File: src/rtl/dqds_pkg.sv
// ----------------------------------------------------------------------------
// dqds_pkg
// Shared types, codes and the quadrature step table for the dual quadrature
// decoder with speed meter.
// ----------------------------------------------------------------------------
package dqds_pkg;

  // Item kinds carried in the input tuser
  typedef enum logic [1:0] {
    OP_SAMPLE = 2'd0,
    OP_TICK   = 2'd1,
    OP_CLEAR  = 2'd2,
    OP_HOLD   = 2'd3
  } op_e;

  // Configuration register indexes
  typedef enum logic [1:0] {
    CFG_LEFT_CPM  = 2'd0,
    CFG_RIGHT_CPM = 2'd1,
    CFG_LEFT_REV  = 2'd2,
    CFG_RIGHT_REV = 2'd3
  } cfg_idx_e;

  // Count change from one phase pair
  typedef enum logic [1:0] {
    STEP_NONE = 2'd0,
    STEP_UP   = 2'd1,
    STEP_DOWN = 2'd2
  } step_e;

  // Controller states
  typedef enum logic [2:0] {
    ST_IDLE  = 3'd0,
    ST_LOAD  = 3'd1,
    ST_MUL   = 3'd2,
    ST_DIV   = 3'd3,
    ST_STORE = 3'd4,
    ST_EMIT  = 3'd5
  } state_e;

  localparam int unsigned CpmBits  = 24;
  localparam int unsigned SpeedBits = 32;

  // Commands from the controller to the datapath
  typedef struct packed {
    logic take;      // non-tick item accepted: apply it
    logic load;      // load the speed unit for the selected wheel
    logic mul_step;  // one shift-add step of delta times scale
    logic div_step;  // one restoring division step
    logic store;     // saturate and store the selected wheel's speed
    logic finish;    // take window snapshots, emit the tick result
    logic side;      // 0 left wheel, 1 right wheel
  } cmd_t;

  // One result item; done sits on top and travels as tuser
  typedef struct packed {
    logic        done;
    logic [31:0] mean_pos;
    logic [31:0] right_speed;
    logic [31:0] left_speed;
    logic [31:0] right_pos;
    logic [31:0] left_pos;
  } res_t;

  // 4x decode: previous A:B in the upper pair, current A:B in the lower pair
  function automatic step_e step_of(input logic [1:0] prev, input logic [1:0] cur);
    step_e s;
    unique case ({prev, cur})
      4'b0001, 4'b0111, 4'b1000, 4'b1110: s = STEP_UP;
      4'b0010, 4'b0100, 4'b1011, 4'b1101: s = STEP_DOWN;
      default:                            s = STEP_NONE;
    endcase
    return s;
  endfunction

endpackage

File: src/rtl/dual_quadrature_decoder_speed.sv
// ----------------------------------------------------------------------------
// dual_quadrature_decoder_speed
// Two-wheel 4x quadrature decoder with position counters and a speed meter.
// ----------------------------------------------------------------------------
// Usage:
//   Input stream: tuser[1:0] is the item kind (pin sample, window tick,
//   clear, hold); tdata carries the four encoder levels. Every input
//   transaction yields exactly one output transaction: both positions, both
//   speeds in mm/s, their mean in tdata and the window-done flag in tuser.
//   Pin samples, clears and holds yield a registered result, and a new item
//   is taken every cycle while the output drains. A window tick runs one
//   shared shift-add multiplier and one restoring divider over both wheels
//   in turn, and no input is taken meanwhile.
//   A stalled output holds its result; one more result parks in a skid
//   register, after which tready drops until the output drains.
//   Reset clears counts, phases, snapshots and speeds, and loads 6896 counts
//   per metre and no reversal. Configuration writes are always ready and
//   must only be issued while the block is idle.
// ----------------------------------------------------------------------------
module dual_quadrature_decoder_speed import dqds_pkg::*; #(
  parameter int unsigned COUNT_BITS   = 32,
  parameter int unsigned WINDOW_SCALE = 100000
) (
  input  logic         clk_i,
  input  logic         rst_ni,
  input  logic         s_axis_tvalid_i,
  output logic         s_axis_tready_o,
  input  logic [7:0]   s_axis_tdata_i,   // left_phase_a, left_phase_b, right_phase_a,
                                         // right_phase_b, zero padding
  input  logic [1:0]   s_axis_tuser_i,   // op
  output logic         m_axis_tvalid_o,
  input  logic         m_axis_tready_i,
  output logic [159:0] m_axis_tdata_o,   // left_position, right_position,
                                         // left_speed_mms, right_speed_mms, mean_position
  output logic [0:0]   m_axis_tuser_o,   // window_done
  input  logic         cfg_valid_i,
  output logic         cfg_ready_o,
  input  logic [1:0]   cfg_index_i,
  input  logic [23:0]  cfg_data_i
);

  cmd_t cmd;
  res_t res, out_res;
  logic out_free;
  op_e  op;

  assign op          = op_e'(s_axis_tuser_i);
  assign cfg_ready_o = 1'b1;

  dqds_ctrl #(
    .COUNT_BITS   (COUNT_BITS),
    .WINDOW_SCALE (WINDOW_SCALE)
  ) u_ctrl (
    .clk_i      (clk_i),
    .rst_ni     (rst_ni),
    .in_valid_i (s_axis_tvalid_i),
    .in_op_i    (op),
    .in_ready_o (s_axis_tready_o),
    .out_free_i (out_free),
    .cmd_o      (cmd)
  );

  dqds_datapath #(
    .COUNT_BITS   (COUNT_BITS),
    .WINDOW_SCALE (WINDOW_SCALE)
  ) u_datapath (
    .clk_i       (clk_i),
    .rst_ni      (rst_ni),
    .cfg_we_i    (cfg_valid_i && cfg_ready_o),
    .cfg_index_i (cfg_idx_e'(cfg_index_i)),
    .cfg_data_i  (cfg_data_i),
    .op_i        (op),
    .phase_i     (s_axis_tdata_i[3:0]),
    .cmd_i       (cmd),
    .res_o       (res)
  );

  dqds_obuf u_obuf (
    .clk_i       (clk_i),
    .rst_ni      (rst_ni),
    .push_i      (cmd.take || cmd.finish),
    .data_i      (res),
    .free_o      (out_free),
    .out_valid_o (m_axis_tvalid_o),
    .out_ready_i (m_axis_tready_i),
    .out_data_o  (out_res)
  );

  assign m_axis_tdata_o = {out_res.mean_pos, out_res.right_speed, out_res.left_speed,
                           out_res.right_pos, out_res.left_pos};
  assign m_axis_tuser_o = out_res.done;

endmodule

File: src/rtl/dqds_ctrl.sv
// ----------------------------------------------------------------------------
// dqds_ctrl
// Sequencer: accepts items, and for a window tick runs the shared speed unit
// over the left and then the right wheel before emitting the result.
// ----------------------------------------------------------------------------
module dqds_ctrl import dqds_pkg::*; #(
  parameter int unsigned COUNT_BITS   = 32,
  parameter int unsigned WINDOW_SCALE = 100000
) (
  input  logic clk_i,
  input  logic rst_ni,
  input  logic in_valid_i,
  input  op_e  in_op_i,
  output logic in_ready_o,
  input  logic out_free_i,
  output cmd_t cmd_o
);

  localparam int unsigned ScaleBits = $clog2(WINDOW_SCALE + 1);
  localparam int unsigned ProdBits  = COUNT_BITS + ScaleBits;
  localparam int unsigned CntW      = $clog2(ProdBits);

  state_e          state_q, state_d;
  logic [CntW-1:0] cnt_q, cnt_d;
  logic            side_q, side_d;
  logic            accept;

  assign accept = in_valid_i && in_ready_o;

  // State, step counter and wheel select
  always_ff @(posedge clk_i or negedge rst_ni) begin
    if (!rst_ni) begin
      state_q <= ST_IDLE;
      cnt_q   <= '0;
      side_q  <= 1'b0;
    end else begin
      state_q <= state_d;
      cnt_q   <= cnt_d;
      side_q  <= side_d;
    end
  end

  // Next state and commands
  always_comb begin
    state_d    = state_q;
    cnt_d      = cnt_q;
    side_d     = side_q;
    in_ready_o = 1'b0;
    cmd_o      = '0;
    cmd_o.side = side_q;
    unique case (state_q)
      ST_IDLE: begin
        in_ready_o = out_free_i;
        if (accept) begin
          if (in_op_i == OP_TICK) begin
            side_d  = 1'b0;
            state_d = ST_LOAD;
          end else begin
            cmd_o.take = 1'b1;
          end
        end
      end
      ST_LOAD: begin
        cmd_o.load = 1'b1;
        cnt_d      = '0;
        state_d    = ST_MUL;
      end
      ST_MUL: begin
        cmd_o.mul_step = 1'b1;
        cnt_d          = cnt_q + CntW'(1);
        if (cnt_q == CntW'(ScaleBits - 1)) begin
          cnt_d   = '0;
          state_d = ST_DIV;
        end
      end
      ST_DIV: begin
        cmd_o.div_step = 1'b1;
        cnt_d          = cnt_q + CntW'(1);
        if (cnt_q == CntW'(ProdBits - 1)) begin
          state_d = ST_STORE;
        end
      end
      ST_STORE: begin
        cmd_o.store = 1'b1;
        if (side_q) begin
          state_d = ST_EMIT;
        end else begin
          side_d  = 1'b1;
          state_d = ST_LOAD;
        end
      end
      ST_EMIT: begin
        cmd_o.finish = 1'b1;
        state_d      = ST_IDLE;
      end
      default: state_d = ST_IDLE;
    endcase
  end

  // A tick starts the speed unit on the left wheel
  assert property (@(posedge clk_i) disable iff (!rst_ni)
    (accept && in_op_i == OP_TICK) |=> (state_q == ST_LOAD && !side_q))
    else $error("tick did not start the left wheel");

  // At most one datapath action per cycle
  assert property (@(posedge clk_i) disable iff (!rst_ni)
    $onehot0({cmd_o.take, cmd_o.load, cmd_o.mul_step, cmd_o.div_step,
              cmd_o.store, cmd_o.finish}))
    else $error("overlapping datapath commands");

endmodule

File: src/rtl/dqds_datapath.sv
// ----------------------------------------------------------------------------
// dqds_datapath
// Position counters, window snapshots, speed registers, configuration and a
// shared shift-add multiplier plus restoring divider for the speed.
// ----------------------------------------------------------------------------
module dqds_datapath import dqds_pkg::*; #(
  parameter int unsigned COUNT_BITS   = 32,
  parameter int unsigned WINDOW_SCALE = 100000
) (
  input  logic               clk_i,
  input  logic               rst_ni,
  input  logic               cfg_we_i,
  input  cfg_idx_e           cfg_index_i,
  input  logic [CpmBits-1:0] cfg_data_i,
  input  op_e                op_i,
  input  logic [3:0]         phase_i,   // left A, left B, right A, right B
  input  cmd_t               cmd_i,
  output res_t               res_o
);

  localparam int unsigned ScaleBits = $clog2(WINDOW_SCALE + 1);
  localparam int unsigned ProdBits  = COUNT_BITS + ScaleBits;

  // Configuration
  logic [CpmBits-1:0] left_cpm_q, right_cpm_q;
  logic [1:0]         reverse_q;

  // Wheel state
  logic [1:0]                   left_prev_q, left_prev_d, right_prev_q, right_prev_d;
  logic signed [COUNT_BITS-1:0] left_cnt_q, left_cnt_d, right_cnt_q, right_cnt_d;
  logic signed [COUNT_BITS-1:0] left_snap_q, right_snap_q;
  logic [SpeedBits-1:0]         left_spd_q, left_spd_d, right_spd_q, right_spd_d;

  // Speed unit
  logic [COUNT_BITS-1:0] mag_q;
  logic                  neg_q, zero_q;
  logic [ScaleBits-1:0]  scale_q;
  logic [ProdBits-1:0]   acc_q;
  logic [CpmBits-1:0]    rem_q;
  logic [SpeedBits-1:0]  quo_q;
  logic                  sticky_q;

  logic [1:0]            left_cur, right_cur;
  step_e                 left_step, right_step;
  logic [COUNT_BITS-1:0] delta;
  logic                  delta_neg;
  logic [CpmBits-1:0]    divisor;
  logic [CpmBits:0]      rem_sh;
  logic                  fits;
  logic                  big;
  logic [SpeedBits-1:0]  speed_sat;
  logic signed [COUNT_BITS:0] pos_sum, pos_half;

  // Configuration writes
  always_ff @(posedge clk_i or negedge rst_ni) begin
    if (!rst_ni) begin
      left_cpm_q  <= CpmBits'(6896);
      right_cpm_q <= CpmBits'(6896);
      reverse_q   <= '0;
    end else if (cfg_we_i) begin
      unique case (cfg_index_i)
        CFG_LEFT_CPM:  left_cpm_q   <= cfg_data_i;
        CFG_RIGHT_CPM: right_cpm_q  <= cfg_data_i;
        CFG_LEFT_REV:  reverse_q[0] <= cfg_data_i[0];
        CFG_RIGHT_REV: reverse_q[1] <= cfg_data_i[0];
        default: ;
      endcase
    end
  end

  assign left_cur   = {phase_i[0], phase_i[1]};
  assign right_cur  = {phase_i[2], phase_i[3]};
  assign left_step  = step_of(left_prev_q, left_cur);
  assign right_step = step_of(right_prev_q, right_cur);

  // Saturate the quotient to a signed 32-bit speed
  assign big = sticky_q || quo_q[SpeedBits-1];
  always_comb begin
    if (zero_q) begin
      speed_sat = '0;
    end else if (neg_q) begin
      speed_sat = big ? {1'b1, {(SpeedBits-1){1'b0}}} : (SpeedBits'(0) - quo_q);
    end else begin
      speed_sat = big ? {1'b0, {(SpeedBits-1){1'b1}}} : quo_q;
    end
  end

  // Next counts, phases and speeds
  always_comb begin
    left_cnt_d   = left_cnt_q;
    right_cnt_d  = right_cnt_q;
    left_prev_d  = left_prev_q;
    right_prev_d = right_prev_q;
    left_spd_d   = left_spd_q;
    right_spd_d  = right_spd_q;
    if (cmd_i.take) begin
      unique case (op_i)
        OP_SAMPLE: begin
          left_prev_d  = left_cur;
          right_prev_d = right_cur;
          if (left_step == STEP_UP)    left_cnt_d  = left_cnt_q + COUNT_BITS'(1);
          if (left_step == STEP_DOWN)  left_cnt_d  = left_cnt_q - COUNT_BITS'(1);
          if (right_step == STEP_UP)   right_cnt_d = right_cnt_q + COUNT_BITS'(1);
          if (right_step == STEP_DOWN) right_cnt_d = right_cnt_q - COUNT_BITS'(1);
        end
        OP_CLEAR: begin
          left_cnt_d  = '0;
          right_cnt_d = '0;
          left_spd_d  = '0;
          right_spd_d = '0;
        end
        OP_TICK, OP_HOLD: ;
        default: ;
      endcase
    end
    if (cmd_i.store) begin
      if (cmd_i.side) right_spd_d = speed_sat;
      else            left_spd_d  = speed_sat;
    end
  end

  // Wheel state registers
  always_ff @(posedge clk_i or negedge rst_ni) begin
    if (!rst_ni) begin
      left_prev_q  <= '0;
      right_prev_q <= '0;
      left_cnt_q   <= '0;
      right_cnt_q  <= '0;
      left_snap_q  <= '0;
      right_snap_q <= '0;
      left_spd_q   <= '0;
      right_spd_q  <= '0;
    end else begin
      left_prev_q  <= left_prev_d;
      right_prev_q <= right_prev_d;
      left_cnt_q   <= left_cnt_d;
      right_cnt_q  <= right_cnt_d;
      left_spd_q   <= left_spd_d;
      right_spd_q  <= right_spd_d;
      if (cmd_i.finish) begin
        left_snap_q  <= left_cnt_q;
        right_snap_q <= right_cnt_q;
      end
    end
  end

  // Window delta of the selected wheel
  assign delta     = cmd_i.side ? COUNT_BITS'(right_cnt_q - right_snap_q)
                                : COUNT_BITS'(left_cnt_q - left_snap_q);
  assign delta_neg = delta[COUNT_BITS-1];
  assign divisor   = cmd_i.side ? right_cpm_q : left_cpm_q;

  // Restoring division step
  assign rem_sh = {rem_q, acc_q[ProdBits-1]};
  assign fits   = rem_sh >= {1'b0, divisor};

  // Speed unit: magnitude times scale, then divided by counts per metre
  always_ff @(posedge clk_i) begin
    if (cmd_i.load) begin
      mag_q    <= delta_neg ? (COUNT_BITS'(0) - delta) : delta;
      neg_q    <= delta_neg ^ reverse_q[cmd_i.side];
      zero_q   <= (delta == '0);
      scale_q  <= ScaleBits'(WINDOW_SCALE);
      acc_q    <= '0;
      rem_q    <= '0;
      quo_q    <= '0;
      sticky_q <= 1'b0;
    end else if (cmd_i.mul_step) begin
      scale_q <= scale_q << 1;
      acc_q   <= (acc_q << 1) + (scale_q[ScaleBits-1] ? ProdBits'(mag_q) : '0);
    end else if (cmd_i.div_step) begin
      acc_q    <= acc_q << 1;
      rem_q    <= fits ? CpmBits'(rem_sh - {1'b0, divisor}) : rem_sh[CpmBits-1:0];
      quo_q    <= {quo_q[SpeedBits-2:0], fits};
      sticky_q <= sticky_q || quo_q[SpeedBits-1];
    end
  end

  // Mean of both counts, truncated toward zero
  assign pos_sum  = {left_cnt_d[COUNT_BITS-1], left_cnt_d}
                  + {right_cnt_d[COUNT_BITS-1], right_cnt_d};
  assign pos_half = (pos_sum >>> 1)
                  + $signed({{COUNT_BITS{1'b0}}, pos_sum[COUNT_BITS] & pos_sum[0]});

  // Result from the state after this command
  assign res_o.done        = cmd_i.finish;
  assign res_o.left_pos    = 32'(left_cnt_d);
  assign res_o.right_pos   = 32'(right_cnt_d);
  assign res_o.left_speed  = left_spd_d;
  assign res_o.right_speed = right_spd_d;
  assign res_o.mean_pos    = 32'(pos_half);

  // Snapshots follow the counts once a window closes
  assert property (@(posedge clk_i) disable iff (!rst_ni)
    cmd_i.finish |=> (left_snap_q == $past(left_cnt_q) &&
                      right_snap_q == $past(right_cnt_q)))
    else $error("window snapshot lost");

endmodule

File: src/rtl/dqds_obuf.sv
// ----------------------------------------------------------------------------
// dqds_obuf
// Two-entry result buffer: output register plus skid register, so that one
// result may be produced while the previous one is still stalled.
// ----------------------------------------------------------------------------
module dqds_obuf import dqds_pkg::*; (
  input  logic clk_i,
  input  logic rst_ni,
  input  logic push_i,
  input  res_t data_i,
  output logic free_o,
  output logic out_valid_o,
  input  logic out_ready_i,
  output res_t out_data_o
);

  logic out_valid_q, skid_valid_q;
  res_t out_q, skid_q;
  logic out_open;

  assign out_open    = !out_valid_q || out_ready_i;
  assign free_o      = !skid_valid_q;
  assign out_valid_o = out_valid_q;
  assign out_data_o  = out_q;

  // Valid flags
  always_ff @(posedge clk_i or negedge rst_ni) begin
    if (!rst_ni) begin
      out_valid_q  <= 1'b0;
      skid_valid_q <= 1'b0;
    end else begin
      if (out_open) begin
        out_valid_q  <= push_i || skid_valid_q;
        skid_valid_q <= 1'b0;
      end else if (push_i) begin
        skid_valid_q <= 1'b1;
      end
    end
  end

  // Payload: refill the output from the skid first, park a push when stalled
  always_ff @(posedge clk_i) begin
    if (out_open) begin
      out_q <= skid_valid_q ? skid_q : data_i;
    end else if (push_i) begin
      skid_q <= data_i;
    end
  end

  // A push must never meet a full skid register
  assert property (@(posedge clk_i) disable iff (!rst_ni)
    push_i |-> !skid_valid_q)
    else $error("result pushed into a full buffer");

endmodule
File: config.mk
export PLATFORM = sky130hd
export DESIGN_NAME = dual_quadrature_decoder_speed
export DESIGN_NICKNAME = d
export VERILOG_FILES = /design/src/rtl/dqds_pkg.sv /design/src/rtl/dual_quadrature_decoder_speed.sv /design/src/rtl/dqds_ctrl.sv /design/src/rtl/dqds_datapath.sv /design/src/rtl/dqds_obuf.sv
export SDC_FILE = /design/constraint.sdc
export NUM_CORES = 2
export LEC_CHECK = 0
export BUFFER_PORTS_ARGS = -buffer_cell sky130_fd_sc_hd__clkbuf_2
export CAP_MARGIN = 20
export CORE_MARGIN = 2
export CORE_UTILIZATION = 46
export CTS_CLUSTER_DIAMETER = 60
export DETAILED_ROUTE_END_ITERATION = 10
export GPL_ROUTABILITY_DRIVEN = 0
export PLACE_DENSITY_LB_ADDON = 0.12
export SETUP_SLACK_MARGIN = 0.02
export SYNTH_ARGS = -nofsm -noshare
export SYNTH_HDL_FRONTEND = slang
export SYNTH_SLANG_ARGS = --single-unit
export TNS_END_PERCENT = 5
File: constraint.sdc
create_clock -name clk_i -period 17.5 [get_ports clk_i]
set_clock_uncertainty 0.1 [all_clocks]
set_input_delay 0.875 -clock clk_i [delete_from_list [all_inputs] [get_ports clk_i]]
set_output_delay 0.875 -clock clk_i [all_outputs]
set_load 0.05 [all_outputs]
==> flow_metrics.py <==
metrics = {
    "sta": {
        "fin_setup_tns_ps": 0,
        "slew-limit-headroom_pct": 15.5,
        "worst_pin_slew_ps": 1250,
        "finalCritPeriodShare_pct": 50.0,
        "rsz0062_at_grt": "no",
        "clock.fmax_mhz": 114,
        "finalHoldViolCount": 0,
        "min_period_ps": 8740,
        "setup_viol": 0,
        "finalMaxSlewViolations": 0,
    },
    "die": {
        "initial_core_util_pct": 46.3,
        "die_w_um": 299,
        "chipHeight_um": 299,
        "rows": 108,
        "die-area_um2": 89300,
        "coreArea_um2": 86500,
        "ios": 205,
    },
    "setup_path": {
        "crit_fanout": 56,
        "cpMaxStageDelayCell": "dfrtp_4",
        "end_kind": "flop",
        "worst_setup_path_start_kind": "flop",
        "critPathArrivalTime_ps": 9060,
        "slowest_delay_ps": 740,
        "path_common_cell": "nor2_1",
        "critical_path_class": "reg -> reg",
        "required_ps": 17810,
    },
    "detailed_routing": {
        "ant_nets": 0,
        "via_per_inst": 5.58,
        "drt-initial-drc-count": 2201,
        "drc": 0,
        "vias": 30000,
        "wl_mm": 98.8,
        "drt-wirelength-per-cell_um": 18.4,
        "first_pass_iters": 5,
    },
    "clock_tree": {
        "holdBufCountCts": 0,
        "cts-htree-levels": 3,
        "root_buffer": "clkbuf_16",
        "postCtsSetupRepairBufs": 0,
        "clock_sinks": 732,
        "ctsResizeCount": 0,
        "cts_buffers": 89,
        "path_clk_slew_ps": 60,
        "tritoncts": "built",
        "worstSkewPairLatency_ps": 660,
        "cts_buffer_depth": 3,
    },
    "layout": {
        "insertedDiodeCount": 0,
        "fin_nets": 4347,
        "drive_above_1_share_pct": 14.6,
        "syn_to_final_growth_pct": 12.4,
    },
    "synth": {
        "synth_area_leader_cell": "edfxtp_1",
        "ys_seq_elements": 732,
        "synthCells": 4054,
        "synthTopCellsByArea": "edfxtp_1 27%, dfrtp_1 15%, dfxtp_1 5.9%",
        "yosys.area.top_type_share_pct": 26.7,
        "synth_area_um2": 40000,
        "synth_cell_types": 92,
        "synth_flop_cell": "edfxtp_1",
        "synth_seq_area_share_pct": 48.8,
        "synth_most_common_cell": "nand2_1",
        "ys_warn_count": 0,
        "async_flop_share_pct": 35.2,
        "yosys-top-cells-count": "529 x nand2_1, 356 x edfxtp_1, 278 x nor2_1, 278 x o21ai_0, 261 x a21oi_1",
        "syn_avg_cell_area_um2": 9.87,
        "synth_nets": 4259,
        "synth_edf_count": 356,
    },
    "global_routing": {
        "gr-total-overflow": 0,
        "grt_start_max_net_pins": 156,
        "grt_use_met1_pct": 29.8,
        "grt_pass1_vias": 28500,
        "use_met3_pct": 2.89,
        "grtUsageTotal_pct": 21.8,
        "grt_busiest_layer": "met2",
        "met2_usage_pct": 36.5,
        "grt_pass1_wl_mm": 158,
        "antenna_found_initial": 2,
    },
    "power": {
        "leakage_nw": 18.3,
        "ir_drop_mv": 0.131,
        "power_density_nw_per_um2": 204,
        "power_w": 0.00919,
    },
    "hold_path": {
        "holdCritPathClass": "in -> async",
    },
    "outcome": {
        "outcome": "finished, final reports clean",
    },
    "placement": {
        "dp_hpwl_mm": 67.8,
        "io_buffers": 199,
    },
    "run": {
        "drv_cap": 0,
    },
}
-- cell usage in the layout, fill, tap and decap left out, drive strengths merged, types with 145 or more instances in the layout --
cell	n
nand2	529
edfxtp	356
clkbuf	308
o21ai	287
nor2	278
a21oi	262
dfrtp	244
mux2	170
ha	159
nand3	146
xnor2	145
-- state kept, by name, indices dropped and copies added, names as in the netlist, 32 cells and up --
register                 flops
u_datapath.acc_q            49
u_datapath.left_cnt_q       32
u_datapath.left_snap_q      32
u_datapath.left_spd_q       32
u_datapath.mag_q            32
u_datapath.quo_q            32
u_datapath.right_cnt_q      32
u_datapath.right_snap_q     32
u_datapath.right_spd_q      32
u_obuf.out_data_o          161
u_obuf.skid_q              161
-- worst max-delay path, delay by kind of cell, from the launching register on --
| family | cells | cell delay [ps] |
|---|---|---|
| AND/OR/NAND/NOR | 12 | 3710 |
| AO/OA/AOI/OAI | 9 | 2340 |
| XOR/XNOR | 2 | 440 |
| multiplexers | 1 | 290 |
| flip-flops | 1 | 740 |
| adder cells (fa/ha/maj) | 3 | 860 |
-- kinds of logic (layout without fill, tap and decap cells) --
kind of cell             after synthesis  in the layout  share of synthesized area, %
AO/OA/AOI/OAI                       1002           1002                          15.8
XOR/XNOR                             247            247                          5.41
adder cells (fa/ha/maj)              164            164                          5.22
buffers and inverters                355            520                          3.38
flip-flops                           732            732                          48.8
multiplexers                         211            211                          5.81
other                                  1              1                       0.00937
AND/OR/NAND/NOR                     1342           1342                          15.5
-- power by group --
part	internal, W	switching, W
logic	0.00168	0.00288
registers	0.00244	0.000286
clock network	0.00114	0.000768
-- area by class of cell --
type | instances | area [um2]
fill | 7906 | 41500
sequential | 732 | 19500
multi-input combinational | 2967 | 19200
clock buffer | 110 | 2400
tap | 1155 | 1450
timing repair buffer | 232 | 1280
clock inverter | 58 | 677
inverter | 120 | 450
-- per-stage QoR --
step / setup slack, ps / utilization [%] / hold slack, ps / cell area [um2] / cells
finish: 8760 / 52.0 / 175 / 45000 / 5374
global route: 8080 / 52.0 / 221 / 45000 / 5374
CTS: 8900 / 52.0 / 193 / 45000 / 5374
detailed placement: 8840 / 48.4 / 333 / 41900 / 5206
global placement: 8980 / 48.4 / 331 / 41900 / 5206
floorplan: 2130 / - / 323 / 40000 / 4054
-- worst paths after layout --
check / from / to / slack, ps / depth (start not counted)
worst min-delay path: rst_ni / u_datapath.right_cpm_q[8]$_DFFE_PN0P_ / 170 / 1
worst max-delay path: u_obuf.skid_valid_q$_DFFE_PN0P_ / u_obuf.out_data_o[156]$_DFFE_PN_ / 8760 / 27
worst max register to register: u_obuf.skid_valid_q$_DFFE_PN0P_ / u_obuf.out_data_o[156]$_DFFE_PN_ / 8760 / 27
min in group clk_i: u_datapath.scale_q[5]$_SDFFE_PN1P_ / u_datapath.scale_q[5]$_SDFFE_PN1P_ / 340 / 2
max in group asynchronous: rst_ni / u_datapath.right_snap_q[28]$_DFFE_PN0P_ / 15640 / 2
worst min register to register: u_datapath.scale_q[5]$_SDFFE_PN1P_ / u_datapath.scale_q[5]$_SDFFE_PN1P_ / 340 / 2
-- per-layer routing --
| metal | vias up | part of all wire, % |
|---|---|---|
| li1 | 14900 | - |
| met1 | 14400 | 46 |
| met2 | 601 | 48 |
| met3 | 122 | 3.9 |
| met4 | 2 | 2.3 |
| met5 | - | 0.013 |
(Power assumes the default switching activity.)
